File: config.mk
export PLATFORM = sky130hd
export DESIGN_NAME = ssp_front
export DESIGN_NICKNAME = d
export VERILOG_FILES = /design/src/design/sphere_spiral_point_generator_assert.svh /design/src/design/ssp_pkg.sv /design/src/design/ssp_front.sv
export SDC_FILE = /design/constraint.sdc
export NUM_CORES = 1
export LEC_CHECK = 0
export ABC_AREA = 1
export BUFFER_PORTS_ARGS = -buffer_cell sky130_fd_sc_hd__buf_2
export CAP_MARGIN = 30
export CORE_MARGIN = 1
export CORE_UTILIZATION = 40
export DETAILED_ROUTE_END_ITERATION = 7
export PLACE_DENSITY_LB_ADDON = 0.3
export SLEW_MARGIN = 20
export SYNTH_ARGS = -nofsm -noshare
export SYNTH_HDL_FRONTEND = slang
export SYNTH_SLANG_ARGS = --single-unit
export TNS_END_PERCENT = 10
File: constraint.sdc
create_clock -name clk -period 6.8 [get_ports clk]
set_clock_uncertainty 0.15 [all_clocks]
set_input_delay 0.68 -clock clk [delete_from_list [all_inputs] [get_ports clk]]
set_output_delay 0.68 -clock clk [all_outputs]
set_load 0.02 [all_outputs]
File: src/design/sphere_spiral_point_generator_assert.svh
// Assertion macros for the sphere spiral point generator.
// Used by the top level; expects clk and arst_n in scope.
`ifndef SPHERE_SPIRAL_POINT_GENERATOR_ASSERT_SVH
`define SPHERE_SPIRAL_POINT_GENERATOR_ASSERT_SVH

// same-cycle implication
`define SSP_ASSERT_IMP(lbl, ante, cons, msg) \
	lbl: assert property (@(posedge clk) disable iff (!arst_n) (ante) |-> (cons)) \
		else $error(msg);

// next-cycle implication
`define SSP_ASSERT_NXT(lbl, ante, cons, msg) \
	lbl: assert property (@(posedge clk) disable iff (!arst_n) (ante) |=> (cons)) \
		else $error(msg);

`endif

File: src/design/ssp_pkg.sv
// Shared types, constants and tables of the sphere spiral point generator.
// No dependencies.
package ssp_pkg;

	localparam int COORD_FRAC_BITS = 14;
	localparam int PHASE_BITS      = 24;
	localparam int COORD_W         = 16;
	localparam int CNT_W           = 16;
	localparam int IDX_W           = CNT_W + 1;
	localparam int A_W             = IDX_W + 1;
	localparam int CFG_W           = 24;
	localparam int CFG_IW          = 2;
	localparam int ANGLE_W         = 24;

	localparam int DIV_NW = 56;
	localparam int DIV_DW = 33;
	localparam int DIV_QW = 32;
	localparam int DIV_CW = $clog2(DIV_NW);

	localparam int SQ_IW = 64;
	localparam int SQ_RW = SQ_IW / 2;
	localparam int SQ_CW = $clog2(SQ_IW / 2);

	localparam int CD_W     = 34;
	localparam int CD_ITERS = 30;
	localparam int CD_CW    = $clog2(CD_ITERS);

	localparam int Q_DEPTH = 2;
	localparam int Q_PW    = $clog2(Q_DEPTH);
	localparam int Q_CW    = $clog2(Q_DEPTH + 1);

	localparam logic [30:0] STEP_K = 31'd1230417496;
	localparam logic [31:0] PI_Q30 = 32'd3373259426;
	localparam logic signed [CD_W-1:0] CORDIC_GAIN = CD_W'(652032874);
	localparam logic signed [COORD_W-1:0] COORD_ONE = COORD_W'(1 << COORD_FRAC_BITS);

	typedef enum logic [CFG_IW-1:0] {
		REG_POINT_COUNT,
		REG_POLES,
		REG_FIXED_EN,
		REG_FIXED_ANGLE
	} cfg_reg_t;

	typedef struct packed {
		logic [CNT_W-1:0]   point_count;
		logic               poles;
		logic               fixed_en;
		logic [ANGLE_W-1:0] fixed_angle;
	} ssp_cfg_t;

	typedef struct packed {
		logic                  pole;
		logic                  north;
		logic                  first;
		logic                  last;
		logic signed [A_W-1:0] a;
		logic [IDX_W-1:0]      d;
		logic [IDX_W-1:0]      n_int;
		logic [IDX_W-1:0]      i_int;
	} ssp_desc_t;

	typedef enum logic [3:0] {
		B_IDLE,
		B_YDIV_GO,
		B_YDIV_WAIT,
		B_RSQ_GO,
		B_RSQ_WAIT,
		B_MUL1,
		B_MUL2,
		B_MSQ_GO,
		B_MSQ_WAIT,
		B_QDIV_GO,
		B_QDIV_WAIT,
		B_PHASE,
		B_ANGLE,
		B_ROT_GO,
		B_ROT_WAIT,
		B_SCALE
	} back_state_t;

	function automatic logic signed [CD_W-1:0] atan_q30(input logic [CD_CW-1:0] k);
		logic signed [CD_W-1:0] v;
		case (k)
			5'd0:  v = CD_W'(843314857);
			5'd1:  v = CD_W'(497837829);
			5'd2:  v = CD_W'(263043837);
			5'd3:  v = CD_W'(133525159);
			5'd4:  v = CD_W'(67021687);
			5'd5:  v = CD_W'(33543516);
			5'd6:  v = CD_W'(16775851);
			5'd7:  v = CD_W'(8388437);
			5'd8:  v = CD_W'(4194283);
			5'd9:  v = CD_W'(2097149);
			default: begin
				if (k < CD_CW'(CD_ITERS))
					v = CD_W'(1) <<< (30 - int'(k));
				else
					v = '0;
			end
		endcase
		return v;
	endfunction

	function automatic logic [PHASE_BITS-1:0] fixed_step(input logic [ANGLE_W-1:0] fa);
		logic [63:0] w;
		w = 64'(fa);
		if (PHASE_BITS >= ANGLE_W)
			w = w << (PHASE_BITS - ANGLE_W);
		else
			w = w >> (ANGLE_W - PHASE_BITS);
		return w[PHASE_BITS-1:0];
	endfunction

endpackage

File: src/design/ssp_front.sv
// Front end: accepts step requests, tracks the point index, classifies each point.
// Depends on ssp_pkg.
module ssp_front import ssp_pkg::*; (
	input  logic      clk,
	input  logic      arst_n,
	input  ssp_cfg_t  cfg,
	input  logic      in_valid,
	output logic      in_ready,
	input  logic      restart,
	output logic      push,
	output ssp_desc_t push_desc,
	input  logic      q_full
);

	logic [IDX_W-1:0] point_index_q;
	logic [IDX_W-1:0] n_eff, k, n_int, i_int, d;
	logic             last;

	assign in_ready = !q_full;
	assign push     = in_valid && !q_full;

	always_comb begin
		n_eff = (cfg.point_count == '0) ? IDX_W'(1) : {1'b0, cfg.point_count};
		k     = (restart || (point_index_q >= n_eff)) ? '0 : point_index_q;
		last  = (k == n_eff - IDX_W'(1));
		n_int = cfg.poles ? n_eff : n_eff + IDX_W'(2);
		i_int = cfg.poles ? k : k + IDX_W'(1);
		d     = n_int - IDX_W'(1);
		push_desc.pole  = cfg.poles && ((k == '0) || last);
		push_desc.north = (k != '0);
		push_desc.first = (k == '0);
		push_desc.last  = last;
		push_desc.a     = $signed({i_int, 1'b0} - {1'b0, d});
		push_desc.d     = d;
		push_desc.n_int = n_int;
		push_desc.i_int = i_int;
	end

	always_ff @(posedge clk or negedge arst_n) begin
		if (!arst_n) begin
			point_index_q <= '0;
		end else if (push) begin
			point_index_q <= last ? '0 : k + IDX_W'(1);
		end
	end

endmodule

# Yosys cells after proc, flatten, opt, wreduce, memory -nomap -nowiden
# Cells that the tools add are included.
[classes]
n_lt_le_gt_ge = 1
n_eq_ne = 1
n_mux = 5
n_reduce_logical = 8
add_sub_neg = 5
[op_table]
columns = ["cell", "n"]
rows = [
  ["2-to-1 mux 17 bit", 4],
  ["subtractor 18 x 17 -> 18 bit", 1],
  ["adder 16 x 2 -> 17 bit, second input constant", 1],
  ["adder 17 x 1 -> 17 bit, second input constant", 1],
  ["== test 17 bit", 1],
  ["greater-or-equal comparator 17 x 16 -> 1 bit", 1],
  ["logical NOT 17 bit", 1],
  ["nonzero test 17 bit", 1],
  ["subtractor 16 x 1 -> 17 bit, second input constant", 1],
  ["subtractor 17 x 1 -> 17 bit, second input constant", 1],
  ["logical NOT 16 bit", 1],
  ["2-to-1 mux 16 bit", 1],
  ["logical AND 1 bit", 2],
  ["logical OR 1 bit", 2],
  ["logical NOT 1 bit", 1],
]
[totals]
ff_bits = 17
output_inout_bits = 75
in_bits = 47
elab_cells = 21

# Longest topological paths before layout
[logic_depth]
word_depth = 8
depth_mapped = 32
depth_no_buf = 31

# Least setup slack after synthesis
# OpenSTA, ideal clock, no wires.
[synth_path]
path_kind = "input port to output port"
from = "in cfg[35] (netlist bit)"
to = "out push_desc[67] (netlist bit)"
arrival_ns = 4.880
cell_stages = 29
n_path_buf = 1
path_slack_ns = 1.090
required_ns = 5.970
path_cell_list = "buf_4 -> nor2_4 -> nand2_2 -> nor2_4 -> nand3_4 -> nand2_8 -> ha_1 -> inv_1 -> nor3_1 -> nand3_1 -> nand2_2 -> nor2_8 -> nand3_2 -> inv_1 -> ha_1 -> nand4_2 -> nor2_1 -> nand2_1 -> nor2_1 -> xor2_1 -> nand2_1 -> o21ai_0 -> ha_1 -> a21oi_1 -> a21boi_0 -> nor2_1 -> nor3_1 -> nand3_1 -> nand2_1"
[synth_rtl]
columns = ["item", "line_no", "text"]
rows = [
  ["start: declaration", "ssp_front.sv:6", "input ssp_cfg_t cfg,"],
  ["end: declaration", "ssp_front.sv:11", "output ssp_desc_t push_desc,"],
]

==> reports/summary.txt <==
Worst R2R Path Depth -> 18
Final worst setup slack -> 0.452 ns
Share of layout cells above drive strength 1 -> 21.2%
CP Class -> in2out
Reg-to-reg endpoint -> point_index_q[16]
Seq/Total Area, Yosys -> 9.02%
Die width -> 111 um
Compound-Gate Fraction of Synth Area -> 6.82%
Synth Cell Area -> 0.00472 mm^2
Fraction of synthesized cell area in xor and xnor cells -> 13.4%
Worst setup SP type -> input pin
Slew HR -> 54.0%
Area of the die -> 0.0122 mm^2
DP Wirelength -> 13200 um
Total negative slack -> 0 ns
Largest net degree at the start of global routing -> 23
# placed instances -> 1005
Post-DP Area -> 0.00525 mm^2
Crit path to -> push_desc[67]
CTS tree -> yes
Largest regs -> point_index_q: 17 flops
Pre-CTS setup slack -> 0.501 ns
CP top delay family -> simple AND/OR/NAND/NOR gates
WP buf/inv -> 5
CTS sink count -> 17
GR Util All Layers -> 25.5%
Die H -> 111 um
Post-cts repair resize count -> 0
RR Startpoint -> point_index_q[12]
Drt total wl -> 15500 um
Total Power -> 512 uW
Largest family of logic cells by synthesized area -> simple AND/OR/NAND/NOR gates
CP required -> 5.97 ns
Num rows -> 39
Final ANT Viol Nets -> 0
Cts bufs inserted -> 3
Net count reported at finish -> 952
Vias in the first global route -> 4772
Initial antenna violation count -> 0
Commonest non-fill, non-tap cell in the layout -> nand2_1
Fillcell total -> 1271
Syn avg cell area -> 6.02 um^2
Level count of the clock H-tree -> 1
Top reg by flops -> point_index_q
Max Clock Freq -> 158 MHz
Worst Path Arrival -> 5.52 ns
Boundary Pins -> 122
Final Cell Area -> 0.00533 mm^2
Max Cap Viol -> 0
Slew @ Worst Pin -> 0.683 ns
DR pass1 iterations -> 5
RePlAce Congestion -> 0.979
P&R area growth vs syn -> 13.1%
Root Driver -> clkbuf_16
Synth warn -> 0
Hold Vio Cnt, Final -> 0
Reg2reg setup slack -> 3.28 ns
Via density -> 5.12
CP peak stage delay -> 0.35 ns
Simple-gate portion of the synthesized area -> 48.0%
Clk_lat worst skew -> 0.25 ns
Hold Slack -> 0.210 ns
LEAKAGE -> 2.97 nW
Core Region -> 0.0115 mm^2
RSZ-0062 raised after global routing -> no
Post-CTS setup buffers -> 0
Routed length per instance -> 15.4 um
Synthesized flop and latch total -> 17
Post-Synth Adder-Cell Area -> 10.1%
Cell depth of the worst setup path -> 30
Syn nets -> 868
Min Tclk post-route -> 6.35 ns
Via count -> 5164
VDD IR max -> 0.0000994 V
Post-CTS Hold Fix Bufs -> 0
Multiplexer area fraction after synthesis -> 0%
I/O Buffers -> 96
Max reg flops -> 17
Top fanout value on the critical path -> 13
Type of the worst min-delay path -> in2async
Iter 0 DRT Violations -> 513
Non-filler instance count after layout -> 1009
Clock-pin slew on the worst setup and hold paths -> 0.05 ns
Status -> finished, final reports clean
Antenna fix cells -> 0
Most frequent cells in the layout -> nand2_1, inv_1, buf_2
Post-Synthesis Cells -> 783
DRC viols -> 0
Critical path capture point type -> primary output
Max-slew violations -> 0
Clock buffer depth -> 2
Global route overflow -> 0
Initial cell density of the core -> 41.1%
Endpoints failing setup -> 0
Synth cell types -> 46
Period utilization -> 93.4%
Crit-path slowest cell -> a21boi_0
First-pass GRT wire length -> 24800 um
Setup crit start -> cfg[32]
Layout Utilization -> 46.5%
Pwr dens -> 96.0 mW/mm^2
## layer usage
| metal | vias up | routed length (um) | share of wire, % | global-route usage, % |
|---|---|---|---|---|
| li1 | 2640 | - | - | - |
| met1 | 2269 | 6840 | 44 | 33.2 |
| met2 | 215 | 7110 | 46 | 42.0 |
| met3 | 40 | 986 | 6.4 | 3.24 |
| met4 | 0 | 583 | 3.8 | 11.3 |
| met5 | - | 0 | 0 | 0 |
## logic make-up after synthesis
| group | count (synthesis) |
|---|---|
| AO/OA/AOI/OAI | 57 |
| XOR/XNOR | 68 |
| flip-flops | 17 |
| adder cells (fa/ha/maj) | 38 |
| AND/OR/NAND/NOR | 462 |
| buffers and inverters | 141 |
## final cells by class
type / count / area [um^2] / share of cell area [%]
timing repair buffer: 97 / 488 / 9.15
sequential: 17 / 425 / 7.98
inverter: 123 / 467 / 8.75
tap: 143 / 179 / 3.36
multi-input combinational: 625 / 3690 / 69.3
clock buffer: 4 / 78.8 / 1.48
## cells in the mapped netlist, drive strengths merged
cell | instances | area, um^2
o21bai | 1 | 7.51
dfrtp | 17 | 425
nand3 | 68 | 418
nand3b | 5 | 37.5
buf | 13 | 111
o211ai | 1 | 7.51
or2 | 2 | 12.5
nor4 | 6 | 37.5
ha | 38 | 475
xnor2 | 5 | 43.8
o21a | 1 | 7.51
o2111ai | 1 | 8.76
nand4 | 18 | 125
nand2 | 239 | 968
a21boi | 2 | 15.0
nor3 | 18 | 121
and2 | 1 | 6.26
clkbuf | 5 | 18.8
o21ai | 27 | 135
a21oi | 20 | 111
and3 | 1 | 6.26
nor2 | 104 | 531
a31oi | 1 | 6.26
a21o | 3 | 22.5
clkinv | 2 | 7.51
xor2 | 63 | 589
inv | 121 | 459
## worst min-delay path by stage
stage | from | end | slack, ns | depth (start not counted)
after floorplan | arst_n | point_index_q[0] | 0.23 | 0
after global placement | point_index_q[1] | point_index_q[1] | 0.41 | 2
after detailed placement | point_index_q[1] | point_index_q[1] | 0.43 | 2
after CTS | arst_n | point_index_q[7] | 0.23 | 1
after global routing | arst_n | point_index_q[9] | 0.24 | 1
final | arst_n | point_index_q[6] | 0.21 | 1
## report_power, final
| part | switching, mW | internal [mW] |
|---|---|---|
| Combinational | 0.196 | 0.0871 |
| Clock | 0.0401 | 0.0797 |
| Sequential | 0.00476 | 0.104 |
Note: power is estimated with default switching activity, not from simulation.
