===== src/design/sphere_spiral_point_generator_assert.svh =====
// Assertion macros for the sphere spiral point generator.
// Used by the top level; expects clk and arst_n in scope.
`ifndef SPHERE_SPIRAL_POINT_GENERATOR_ASSERT_SVH
`define SPHERE_SPIRAL_POINT_GENERATOR_ASSERT_SVH

// same-cycle implication
`define SSP_ASSERT_IMP(lbl, ante, cons, msg) \
	lbl: assert property (@(posedge clk) disable iff (!arst_n) (ante) |-> (cons)) \
		else $error(msg);

// next-cycle implication
`define SSP_ASSERT_NXT(lbl, ante, cons, msg) \
	lbl: assert property (@(posedge clk) disable iff (!arst_n) (ante) |=> (cons)) \
		else $error(msg);

`endif


===== src/design/ssp_pkg.sv =====
// Shared types, constants and tables of the sphere spiral point generator.
// No dependencies.
package ssp_pkg;

	localparam int COORD_FRAC_BITS = 14;
	localparam int PHASE_BITS      = 24;
	localparam int COORD_W         = 16;
	localparam int CNT_W           = 16;
	localparam int IDX_W           = CNT_W + 1;
	localparam int A_W             = IDX_W + 1;
	localparam int CFG_W           = 24;
	localparam int CFG_IW          = 2;
	localparam int ANGLE_W         = 24;

	localparam int DIV_NW = 56;
	localparam int DIV_DW = 33;
	localparam int DIV_QW = 32;
	localparam int DIV_CW = $clog2(DIV_NW);

	localparam int SQ_IW = 64;
	localparam int SQ_RW = SQ_IW / 2;
	localparam int SQ_CW = $clog2(SQ_IW / 2);

	localparam int CD_W     = 34;
	localparam int CD_ITERS = 30;
	localparam int CD_CW    = $clog2(CD_ITERS);

	localparam int Q_DEPTH = 2;
	localparam int Q_PW    = $clog2(Q_DEPTH);
	localparam int Q_CW    = $clog2(Q_DEPTH + 1);

	localparam logic [30:0] STEP_K = 31'd1230417496;
	localparam logic [31:0] PI_Q30 = 32'd3373259426;
	localparam logic signed [CD_W-1:0] CORDIC_GAIN = CD_W'(652032874);
	localparam logic signed [COORD_W-1:0] COORD_ONE = COORD_W'(1 << COORD_FRAC_BITS);

	typedef enum logic [CFG_IW-1:0] {
		REG_POINT_COUNT,
		REG_POLES,
		REG_FIXED_EN,
		REG_FIXED_ANGLE
	} cfg_reg_t;

	typedef struct packed {
		logic [CNT_W-1:0]   point_count;
		logic               poles;
		logic               fixed_en;
		logic [ANGLE_W-1:0] fixed_angle;
	} ssp_cfg_t;

	typedef struct packed {
		logic                  pole;
		logic                  north;
		logic                  first;
		logic                  last;
		logic signed [A_W-1:0] a;
		logic [IDX_W-1:0]      d;
		logic [IDX_W-1:0]      n_int;
		logic [IDX_W-1:0]      i_int;
	} ssp_desc_t;

	typedef enum logic [3:0] {
		B_IDLE,
		B_YDIV_GO,
		B_YDIV_WAIT,
		B_RSQ_GO,
		B_RSQ_WAIT,
		B_MUL1,
		B_MUL2,
		B_MSQ_GO,
		B_MSQ_WAIT,
		B_QDIV_GO,
		B_QDIV_WAIT,
		B_PHASE,
		B_ANGLE,
		B_ROT_GO,
		B_ROT_WAIT,
		B_SCALE
	} back_state_t;

	function automatic logic signed [CD_W-1:0] atan_q30(input logic [CD_CW-1:0] k);
		logic signed [CD_W-1:0] v;
		case (k)
			5'd0:  v = CD_W'(843314857);
			5'd1:  v = CD_W'(497837829);
			5'd2:  v = CD_W'(263043837);
			5'd3:  v = CD_W'(133525159);
			5'd4:  v = CD_W'(67021687);
			5'd5:  v = CD_W'(33543516);
			5'd6:  v = CD_W'(16775851);
			5'd7:  v = CD_W'(8388437);
			5'd8:  v = CD_W'(4194283);
			5'd9:  v = CD_W'(2097149);
			default: begin
				if (k < CD_CW'(CD_ITERS))
					v = CD_W'(1) <<< (30 - int'(k));
				else
					v = '0;
			end
		endcase
		return v;
	endfunction

	function automatic logic [PHASE_BITS-1:0] fixed_step(input logic [ANGLE_W-1:0] fa);
		logic [63:0] w;
		w = 64'(fa);
		if (PHASE_BITS >= ANGLE_W)
			w = w << (PHASE_BITS - ANGLE_W);
		else
			w = w >> (ANGLE_W - PHASE_BITS);
		return w[PHASE_BITS-1:0];
	endfunction

endpackage


===== src/design/ssp_queue.sv =====
// Two-entry queue of point descriptors between front and back end.
// Depends on ssp_pkg.
module ssp_queue import ssp_pkg::*; (
	input  logic            clk,
	input  logic            arst_n,
	input  logic            push,
	input  ssp_desc_t       push_desc,
	output logic            full,
	input  logic            pop,
	output logic            not_empty,
	output ssp_desc_t       pop_desc,
	output logic [Q_CW-1:0] count
);

	ssp_desc_t         entry_q [Q_DEPTH];
	logic [Q_PW-1:0]   wr_ptr_q, rd_ptr_q;
	logic [Q_CW-1:0]   count_q;

	assign full      = (count_q == Q_CW'(Q_DEPTH));
	assign not_empty = (count_q != '0);
	assign pop_desc  = entry_q[rd_ptr_q];
	assign count     = count_q;

	always_ff @(posedge clk or negedge arst_n) begin
		if (!arst_n) begin
			wr_ptr_q <= '0;
			rd_ptr_q <= '0;
			count_q  <= '0;
		end else begin
			if (push)
				wr_ptr_q <= wr_ptr_q + Q_PW'(1);
			if (pop)
				rd_ptr_q <= rd_ptr_q + Q_PW'(1);
			if (push && !pop)
				count_q <= count_q + Q_CW'(1);
			else if (pop && !push)
				count_q <= count_q - Q_CW'(1);
		end
	end

	always_ff @(posedge clk) begin
		if (push)
			entry_q[wr_ptr_q] <= push_desc;
	end

endmodule


===== config.mk =====
export PLATFORM = sky130hd
export DESIGN_NAME = ssp_queue
export DESIGN_NICKNAME = d
export VERILOG_FILES = /design/src/design/sphere_spiral_point_generator_assert.svh /design/src/design/ssp_pkg.sv /design/src/design/ssp_queue.sv
export SDC_FILE = /design/constraint.sdc
export NUM_CORES = 1
export LEC_CHECK = 0
export BUFFER_PORTS_ARGS = -buffer_cell sky130_fd_sc_hd__buf_2
export CORE_ASPECT_RATIO = 0.7
export CORE_UTILIZATION = 50
export DETAILED_ROUTE_END_ITERATION = 10
export GPL_ROUTABILITY_DRIVEN = 0
export PLACE_DENSITY = 0.77
export SLEW_MARGIN = 15
export SYNTH_ARGS = -nofsm -noshare
export SYNTH_HDL_FRONTEND = slang
export SYNTH_SLANG_ARGS = --single-unit

===== constraint.sdc =====
create_clock -name clk -period 5.09 [get_ports clk]
set_input_delay 0 -clock clk [delete_from_list [all_inputs] [get_ports clk]]
set_output_delay 0 -clock clk [all_outputs]
set_load 0.005 [all_outputs]

* Word-level counts from Yosys, hierarchy flattened *
Memory sizes are Yosys's and may differ from the RTL's.
Index checks and enable logic that the tools add are counted.

word-level totals
  memory bits (writable) = 146
  flip-flop bits (word level) = 4
  output and inout bits = 77
  memories = 1

memories
  memory   depth  bits a word  rd ports  clocked after memory_dff  write ports  RTL line         RTL
  entry_q  2      73           1         0                         1            ssp_queue.sv:15  ssp_desc_t entry_q [Q_DEPTH];

operators by class
  equality and inequality tests = 1
  multiplexer cells = 4
  reduce and logical (&&, ||, !) cells = 6
  add/subtract/negate cells = 4

operators by type and width
  kind                                                                 count
  2-bit two-way mux                                                    2
  2-bit nonzero test                                                   2
  1-bit adder (second input constant)                                  2
  2-bit by 1-bit adder with 2-bit output (second input constant)       1
  2-bit equality test (second input constant)                          1
  1-bit logical AND                                                    2
  1-bit logical NOT                                                    2
  1-bit two-way mux                                                    2
  2-bit by 1-bit subtractor with 2-bit output (second input constant)  1

* Depth between registers and ports, before layout *
Gate-level depths: netlist of the first run.

  depth after elaboration = 4
  mapped depth = 5
  depth with buffers taken out = 5

* Worst setup path after synthesis of the first run *
No wires, ideal clock.

  path type = register to register
  start = register wr_ptr_q
  end = memory entry_q[0][0] (netlist name), enable pin
  slack = 934 ps
  arrival = 3643 ps
  required time = 4577 ps
  cell stages (with the launch flop) = 2
  buffers on the path = 0
  cell sequence = dfrtp_1 -> nor2b_1

RTL lines
  what                    RTL line         RTL
  from (decl)             ssp_queue.sv:16  logic [Q_PW-1:0] wr_ptr_q, rd_ptr_q;
  from (signal assigned)  ssp_queue.sv:31  wr_ptr_q <= wr_ptr_q + Q_PW'(1);
  to (decl)               ssp_queue.sv:15

Straight into the memory's write port.

==> summary.txt, run 1 <==
run status: finished clean
Longest Clk Path Bufs: 2
syn_area_per_cell: 23.5 um2
Setup Buffers After CTS: 0
Crit path buffers/inverters: 2
share of cells above drive strength 1: 52.4%
delay-heaviest family, CP: flip-flops
Arr. time, crit path: 2.54 ns
Final min period: 2.54 ns
Worst Slack Setup Final: 2.55 ns
FMAX: 394 MHz
Routed Antenna Nets: 0
initial antenna violation count: 0
CTS tree: built
I/O Buffers: 153
CP Cell Sequence: buf_4, mux2_2, buf_2
final period utilization: 49.8%
area share of the largest cell type after synthesis: 76.9%
Yosys top cell by area: edfxtp_1
CP Launch Type: flop
Top FF cell, synth: edfxtp_1
Pwr per Cell Area: 523 nW/um2
largest net degree at the start of global routing: 74
Die ar.: 11,800 um2
area grow syn2layout: 40.0%
Design Area, Final: 7990 um2
Initial DRT Pass Iterations: 4
Initial Util: 51.6%
Syn Std Cell Area: 5700 um2
final clock skew: 0.00461 ns
first-pass GRT wire length: 17,200 um
number of diodes: 0
fin nets: 564
slew margin rel.: 26.4%
Non-Filler Instances: 651
sequential-to-total area share from yosys stat: 78.6%
hpwl dp: 6070 um
Leak Pwr: 3.25 nW
top cells by count, synth: 146 x edfxtp_1, 60 x mux2_4, 13 x mux2_2
most common cell in the netlist: edfxtp_1
post-synth cell types: 14
Setup Slack @ Placement: 2.75 ns
required time of the critical path: 5.09 ns
Placed Cells: 543
DR vias: 3,134
Hold Path Class: input port to flop
setup_tns: 0 ns
core area: 11,100 um2
worst-margin pin slew: 1.10 ns
Final Max Tran Viols: 0
clock latency at the later pin of the worst-skew pair: 0.40 ns
I/O pin total: 154
CTS Root Cell: clkbuf_16
unrepaired setup endpoints after global routing: false
number of flops mapped to enable cells by yosys: 146
Area contributors post-synth: edfxtp_1 77%, mux2_4 16%, mux2_2 2.6%, dfrtp_1 1.8%, buf_6 1.4%
worst hold slack: 0.311 ns
gr usage total: 20.1%
Total Wirelength: 11,100 um
wire per inst: 17.1 um
syn nets: 321
final-report setup violation count: 0
synth warn: 0
VDD IR max: 366 uV
clk sinks: 150
Worst Path Max Fanout: 39
drt drc: 0
clock-pin slew on the worst setup and hold paths: 0.06 ns
vias in the first global route: 3,407
async set-reset flop share out of synthesis: 2.67%
Worst Setup End Kind: primary output
Die W: 130 um
Die H: 91.4 um
vias per inst: 4.81
critical path class: flop to primary output
total gr overflow: 0
max-cap check violation count: 0
instance count of the mapped netlist: 243
number of synthesized register bits: 150
Critical Path Max Stage Delay: 0.87 ns
placed cell areas: 6610 um2
row count: 32
CTS HTree Levels: 4
slowest CP cell: dfrtp_4
CTS Buf Count: 17
endpoints failing hold: 0
initial DRC count: 257
-- repair_timing --
action / 4_1_cts / 5_1_grt
hold endpoints to repair: 152 / 0
gates resized for setup: 0 / 0
hold buffers: 77 / 0
-- layout make-up --
class,count,area [um2]
inverter,1,3.75
multi-input combinational,84,1140
timing repair buffer,232,1550
sequential,150,4490
fill,713,3070
tap,153,191
clock buffer,17,425
clock inverter,14,183
-- kinds of logic after synthesis --
group / count (synthesis) / share of synthesized area (%)
flip-flops: 150 / 78.6
adder cells (fa/ha/maj): 1 / 0.219
XOR/XNOR: 5 / 0.768
buffers and inverters: 9 / 1.54
multiplexers: 73 / 18.4
AND/OR/NAND/NOR: 5 / 0.505
-- metal layers --
| metal | GRT usage [%] | routed length, um |
|---|---|---|
| met1 | 22.7 | 4640 |
| met2 | 34.5 | 5460 |
| met3 | 7.84 | 852 |
| met4 | 6.78 | 160 |
| met5 | 0 | 0 |
-- path summary, 6_finish.rpt --
check                              start              to  slack (ns)  depth (start not counted)
max                             rd_ptr_q    pop_desc[46]        2.55                          3
min                        push_desc[22]  entry_q[0][22]        0.31                          2
max reg2reg                     wr_ptr_q  entry_q[0][19]        2.80                          2
min reg2reg                     count[1]        count[1]        0.53                          1
max in group asynchronous         arst_n        rd_ptr_q        4.36                          3
min in group asynchronous         arst_n        count[1]        0.52                          3
-- worst register-to-register path: cells and delay by family, from the launching register on --
kind	cells	cell delay [ns]
buffers and inverters	1	0.60
AND/OR/NAND/NOR	1	0.87
flip-flops	1	0.43
-- cell usage in the layout, fill, tap and decap left out --
cell             n
inv_1            1
xnor2_1          1
dlygate4sd3_1   77
bufinv_16        4
or2_2            1
inv_6            2
buf_2          153
dfrtp_1          3
clkinv_4         2
nor2b_1          1
mux2_4          60
edfxtp_1       146
clkinv_1         2
mux2_2          13
clkbuf_16       17
xor2_1           4
ha_1             1
dfrtp_4          1
buf_4            2
and2_4           1
nor2b_4          1
nor2_1           1
clkinv_2         4
-- power by group --
part	switching (mW)	internal [mW]
logic	0.453	0.640
clock network	0.471	0.815
registers	0.148	1.65
-- flip-flops by register name, indices dropped and copies added, names as in the netlist --
signal,count
rd_ptr_q,1
entry_q,146
wr_ptr_q,1
count,2
-- metrics by stage --
| step | util [%] | power (mW) |
|---|---|---|
| floorplan | - | 2.51 |
| detailed placement | 59.8 | 2.86 |
| global route | 72.3 | 4.37 |
| finish | 72.3 | 4.17 |
| global placement | 59.8 | 2.84 |
| CTS | 72.3 | 4.20 |
Note: power is estimated with default switching activity, not from simulation.
==> run 2: changes to the inputs <==
==> constraint.sdc (replaced) <==
create_clock -name clk -period 2.52 [get_ports clk]
set_input_delay 0 -clock clk [delete_from_list [all_inputs] [get_ports clk]]
set_output_delay 0 -clock clk [all_outputs]
set_load 0.005 [all_outputs]
==> run 2 against run 1 <==
  * Register-to-register slack got worse by 1.9 ns
  * Routed wire length shrank 4.4%
  * Clock-buffer cell count up 6
  * Via count down 0.16%
  * Critical endpoint is now pop_desc[57]
  * Largest cell class unchanged
==> summary.txt, run 2 (synthesized netlist as in run 1, its figures left out) <==
area grow syn2layout: 41.4%
Worst Path Max Fanout: 35 (-10%)
CP Cell Sequence: buf_12, mux2_2, buf_2
required time of the critical path: 2.52 ns (-2.57 ns)
Hold Path Class: input port to flop
Crit path buffers/inverters: 2 (unchanged)
Arr. time, crit path: 2.03 ns (-0.51 ns)
Crit. Startpoint: rd_ptr_q
placed cell areas: 6670 um2 (+0.91%)
vias in the first global route: 3,401 (-0.18%)
clock latency at the later pin of the worst-skew pair: 0.41 ns (about the same)
delay-heaviest family, CP: flip-flops
share of cells above drive strength 1: 52.6% (+0.18 points)
Hold Crit Start: push_desc[35]
max FFs per register: 146 (unchanged)
Routed Antenna Nets: 0 (unchanged)
VDD IR max: 589 uV (+61%)
row count: 32 (unchanged)
drt drc: 0 (unchanged)
slowest CP cell: dfrtp_4
total gr overflow: 0 (unchanged)
first-pass GRT wire length: 16,500 um (-4.1%)
unrepaired setup endpoints after global routing: false
Worst R2R Start: wr_ptr_q
number of diodes: 0 (unchanged)
Die ar.: 11,800 um2 (unchanged)
Longest Clk Path Bufs: 2 (unchanged)
I/O Buffers: 153 (unchanged)
Total Wirelength: 10,600 um (-4.4%)
Largest Register: entry_q
post-layout util: 73.0% (+0.71 points)
run status: finished clean
Design Area, Final: 8060 um2 (+0.99%)
clk sinks: 150 (unchanged)
Levels on crit path: 3 (unchanged)
WHS Path Cells: 2 (unchanged)
hpwl dp: 6280 um (+3.5%)
r2r setup slk: 0.91 ns (-1.89 ns)
Die W: 130 um (unchanged)
worst-margin pin slew: 0.631 ns (-0.471 ns)
fin nets: 567 (+0.53%)
initial DRC count: 182 (-29%)
endpoints failing hold: 0 (unchanged)
wire per inst: 16.2 um (-5.0%)
slew margin rel.: 58.0% (+32 points)
Leak Pwr: 3.28 nW (+1.1%)
clock-pin slew on the worst setup and hold paths: 0.06 ns (about the same)
CTS Root Cell: clkbuf_16
Pwr per Cell Area: 1060 nW/um2 (+100%)
DR vias: 3,129 (-0.16%)
CTS Buf Count: 17 (unchanged)
Initial DRT Pass Iterations: 5 (+1)
vias per inst: 4.78 (-0.77%)
most frequent cells in the layout: 153 x buf_2, 146 x edfxtp_1, 77 x dlygate4sd3_1
core area: 11,100 um2 (unchanged)
gr usage total: 19.2% (-0.91 points)
Critical Path Max Stage Delay: 0.84 ns (-0.03 ns)
Final min period: 2.03 ns
CP Launch Type: flop
final-report setup violation count: 0 (unchanged)
I/O pin total: 154 (unchanged)
Register-to-Register Path Depth: 2 (unchanged)
final period utilization: 80.4%
critical path class: flop to primary output
Die H: 91.4 um (unchanged)
Final Max Tran Viols: 0 (unchanged)
largest net degree at the start of global routing: 47 (-36%)
Worst Setup End Kind: primary output
most common cell after layout, fill and taps aside: buf_2
CTS tree: built
CTS HTree Levels: 4 (unchanged)
final clock skew: 0.00770 ns (+0.00309 ns)
Initial Util: 51.6% (unchanged)
FMAX: 493 MHz
max-cap check violation count: 0 (unchanged)
initial antenna violation count: 0 (unchanged)
fillcell total: 697 (-2.2%)
run 2: cell types whose count changed in the layout (fill, tap and decap cells not counted):
cell      change
buf_12        +3
clkinv_1      -2
clkbuf_8      +3
inv_6         -2
clkinv_4      -1
clkbuf_1      +3
run 2: through the flow:
stage | setup TNS, ns | setup WS [ns] | std cells | total power [mW] | hold slack (ns)
5_1_grt | 0 | 0.415 | 655 | 8.90 | 0.308
4_1_cts | 0 | 0.469 | 655 | 8.61 | 0.298
2_1_floorplan | -3.77 | -0.0516 | 243 | 5.05 | -0.296
3_3_place_gp | 0 | 0.927 | 546 | 5.81 | -0.194
6_report | 0 | 0.493 | 655 | 8.52 | 0.313
3_5_place_dp | 0 | 0.882 | 546 | 5.86 | -0.190
run 2: final cells by class:
type	instances	area, um2	share of cell area (%)
flip-flops and latches	150	4490	55.7
inverters	1	3.75	0.0465
multi-input cells	84	1140	14.2
clock inverters	9	149	1.85
well taps	153	191	2.37
clock buffers	23	478	5.93
repair buffers	235	1610	20.0
run 2: power by group:
group,switching (mW),internal [mW],total [mW],leakage (nW)
sequential,0.280,3.32,3.60,1.42
clock,0.901,1.73,2.63,0.311
combinational,0.930,1.36,2.29,1.56
run 2: what timing repair did:
| action | in CTS | in global routing |
|---|---|---|
| endpoints found under the hold margin | 152 | 0 |
| resized for setup | 0 | 0 |
| setup endpoints to repair | 0 | 0 |
| buffers inserted | 0 | 0 |
| hold buffers | 77 | 0 |
run 2: final timing paths:
check,to
max in group asynchronous,rd_ptr_q
worst min-delay path,entry_q[0][35]
worst min register to register,count[1]
min in group asynchronous,wr_ptr_q
worst max-delay path,pop_desc[57]
worst max register to register,entry_q[1][6]
run 2: metal layers:
| layer | vias up | global-route usage, % | routed length, um |
|---|---|---|---|
| met3 | 13 | 6.01 | 727 |
| met2 | 117 | 33.3 | 5370 |
| li1 | 1454 | - | - |
| met5 | - | 0 | 0 |
| met4 | 0 | 7.85 | 119 |
| met1 | 1545 | 21.8 | 4400 |
==> run 3: changes to the inputs <==
--- a/config.mk
+++ b/config.mk
@@ -5,6 +5,7 @@
 export SDC_FILE = /design/constraint.sdc
 export NUM_CORES = 1
 export LEC_CHECK = 0
+export ABC_AREA = 1
 export BUFFER_PORTS_ARGS = -buffer_cell sky130_fd_sc_hd__buf_2
 export CORE_ASPECT_RATIO = 0.7
 export CORE_UTILIZATION = 50
==> constraint.sdc (replaced) <==
create_clock -name clk -period 1.9 [get_ports clk]
set_input_delay 0 -clock clk [delete_from_list [all_inputs] [get_ports clk]]
set_output_delay 0 -clock clk [all_outputs]
set_load 0.005 [all_outputs]
==> run 3 against run 2 <==
  * Global-route usage shrank 0.097 points
  * Register-to-register slack lost 0.37 ns
  * Synthesized cell count grew 3.7%
  * Clock power grew 23%
  * Total power grew 30%
  * Clock skew shrank 0.00063 ns
  * Non-clock buffer count shrank 1
  * Combinational power grew 38%
  * Clock-buffer cell count shrank 4
  * First-iteration DRC count grew 4.9%
  * Highest routed layer unchanged
==> summary.txt, run 3 <==
Initial DRT Pass Iterations: 5 (unchanged)
CP Cell Sequence: buf_12, mux2_4, buf_2
final-report setup violation count: 0 (unchanged)
Met3 Wirelength: 805 um (+11%)
fin nets: 575 (+1.4%)
Total Wirelength: 10,900 um (+2.8%)
most common cell after layout, fill and taps aside: buf_2
final clock skew: 0.00707 ns (-0.000631 ns)
run status: finished clean
Longest Clk Path Bufs: 2 (unchanged)
CTS tree: built
Final Max Tran Viols: 0 (unchanged)
endpoints failing hold: 0 (unchanged)
post-synth cell types: 14 (unchanged)
area grow syn2layout: 40.4%
Setup Slack @ Placement: 0.503 ns (-0.379 ns)
Largest Register: entry_q
FMAX: 549 MHz
slew margin rel.: 70.2% (+12 points)
gr usage total: 19.1% (-0.097 points)
Final min period: 1.82 ns
setup_tns: 0 ns (unchanged)
drt drc: 0 (unchanged)
number of synthesized register bits: 150 (unchanged)
WL met1: 4560 um (+3.6%)
Register-to-Register Path Depth: 3 (+1)
vias in the first global route: 3,230 (-5.0%)
Routed Antenna Nets: 0 (unchanged)
row count: 32 (unchanged)
Levels on crit path: 3 (unchanged)
Worst Slack Setup Final: 0.0773 ns (-0.416 ns)
delay-heaviest family, CP: flip-flops
critical path class: flop to primary output
most common cell in the netlist: edfxtp_1
Hold Crit Start: push_desc[66]
CTS HTree Levels: 4 (unchanged)
VDD IR max: 845 uV (+43%)
met2 wire length: 5420 um (+0.93%)
Worst Path Max Fanout: 32 (-8.6%)
number of diodes: 0 (unchanged)
vias per inst: 4.72 (-1.2%)
final period utilization: 95.9%
Worst R2R Start: wr_ptr_q
syn_area_per_cell: 22.7 um2 (-3.3%)
number of flops mapped to enable cells by yosys: 146 (unchanged)
top cells by count, synth: 146 x edfxtp_1, 60 x mux2_4, 13 x mux2_2
wire per inst: 16.5 um (+1.7%)
initial DRC count: 191 (+4.9%)
worst hold slack: 0.311 ns (-0.00254 ns)
Pwr Total: 11.1 mW (+30%)
clock-pin slew on the worst setup and hold paths: 0.06 ns (about the same)
Hold Path Class: input port to flop
first-pass GRT wire length: 16,300 um (-1.2%)
hpwl dp: 6240 um (-0.67%)
Top FF cell, synth: edfxtp_1
instance count of the mapped netlist: 252 (+3.7%)
CP Launch Type: flop
Crit. Startpoint: rd_ptr_q
Die W: 130 um (+0.15%)
sequential-to-total area share from yosys stat: 78.4% (-0.24 points)
Syn Std Cell Area: 5720 um2 (+0.31%)
slowest CP cell: dfrtp_4
core area: 11,100 um2 (+0.36%)
Critical Path Max Stage Delay: 0.62 ns (-0.22 ns)
I/O Buffers: 153 (unchanged)
share of cells above drive strength 1: 50.9% (-1.7 points)
Pwr per Cell Area: 1380 nW/um2 (+30%)
initial antenna violation count: 0 (unchanged)
Setup Buffers After CTS: 0 (unchanged)
Arr. time, crit path: 1.82 ns (-0.21 ns)
DR vias: 3,123 (-0.19%)
async set-reset flop share out of synthesis: 2.67% (unchanged)
Yosys top cell by area: edfxtp_1
unrepaired setup endpoints after global routing: false
total gr overflow: 0 (unchanged)
largest net degree at the start of global routing: 74 (+57%)
max FFs per register: 146 (unchanged)
clk sinks: 150 (unchanged)
Area contributors post-synth: edfxtp_1 77%, mux2_4 16%, mux2_2 2.6%, dfrtp_1 1.7%, buf_6 1.4%
Top Layer Used: met4
Worst Setup End Kind: primary output
I/O pin total: 154 (unchanged)
syn nets: 330 (+2.8%)
Die H: 91.5 um (+0.15%)
Initial Util: 51.6% (about the same)
synth warn: 0 (unchanged)
Leak Pwr: 3.27 nW (-0.47%)
max-cap check violation count: 0 (unchanged)
worst-margin pin slew: 0.447 ns (-0.183 ns)
CTS Root Cell: clkbuf_16
CTS Buf Count: 17 (unchanged)
clock latency at the later pin of the worst-skew pair: 0.41 ns (about the same)
area share of the largest cell type after synthesis: 76.6% (-0.24 points)
WHS Path Cells: 2 (unchanged)
Crit path buffers/inverters: 2 (unchanged)
most frequent cells in the layout: 153 x buf_2, 146 x edfxtp_1, 77 x dlygate4sd3_1
Die ar.: 11,900 um2 (+0.30%)
required time of the critical path: 1.90 ns (-0.62 ns)
==> run 3: cell count changes in the layout (fill, tap and decap cells not counted), sizes merged, moves of 2 or more <==
cell,before,now
nand2,0,6
clkinvlp,0,2
nor2b,2,0
inv,1,6
clkbuf,23,19
xor2,4,2
clkinv,5,8
==> run 3: final cells by class <==
type / instances / area [um2]
flip-flops and latches: 150 / 4490
clock buffers: 19 / 433
inverters: 7 / 30.0
well taps: 153 / 191
multi-input cells: 87 / 1140
fillers: 691 / 3060
repair buffers: 234 / 1620
clock inverters: 12 / 136
==> run 3: what timing repair did <==
| action | 4_1_cts | 5_1_grt |
|---|---|---|
| setup endpoints to repair | 0 | 0 |
| hold buffers | 77 | 0 |
| gates resized for setup | 0 | 0 |
| hold endpoints to repair | 153 | 0 |
==> run 3: power by group <==
part	internal [mW]	switching (mW)
registers	4.40	0.271
logic	1.80	1.37
clock network	2.03	1.20
==> run 3: worst paths after layout <==
path,to,slack (ns)
worst max register to register,entry_q[1][65],0.54
worst min-delay path,entry_q[0][66],0.31
worst max-delay path,pop_desc[25],0.08
worst min register to register,count[1],0.49
min in group asynchronous,wr_ptr_q,0.48
max in group asynchronous,rd_ptr_q,1.21
==> run 3: metal layers <==
metal,global-route usage [%],vias to the layer above
met5,0,-
met3,7.13,13
met1,22.6,1521
met4,7.07,0
li1,-,1476
met2,31.6,113
==> run 3: logic make-up after synthesis <==
family,share of synthesized area (%)
muxes,18.3
buffers and inverters,1.92
DFF,78.4
and+or+nand+nor,0.722
xor gates and xnor gates,0.459
adders and majority gates,0.219
==> run 3: per-stage QoR <==
| stage | area [um2] | util, % | instances |
|---|---|---|---|
| finish | 8030 | 72.4 | 662 |
| global route | 8030 | 72.4 | 662 |
| CTS | 8030 | 72.4 | 662 |
| detailed placement | 6690 | 60.3 | 554 |
| global placement | 6690 | 60.3 | 554 |
| floorplan | 5740 | - | 252 |
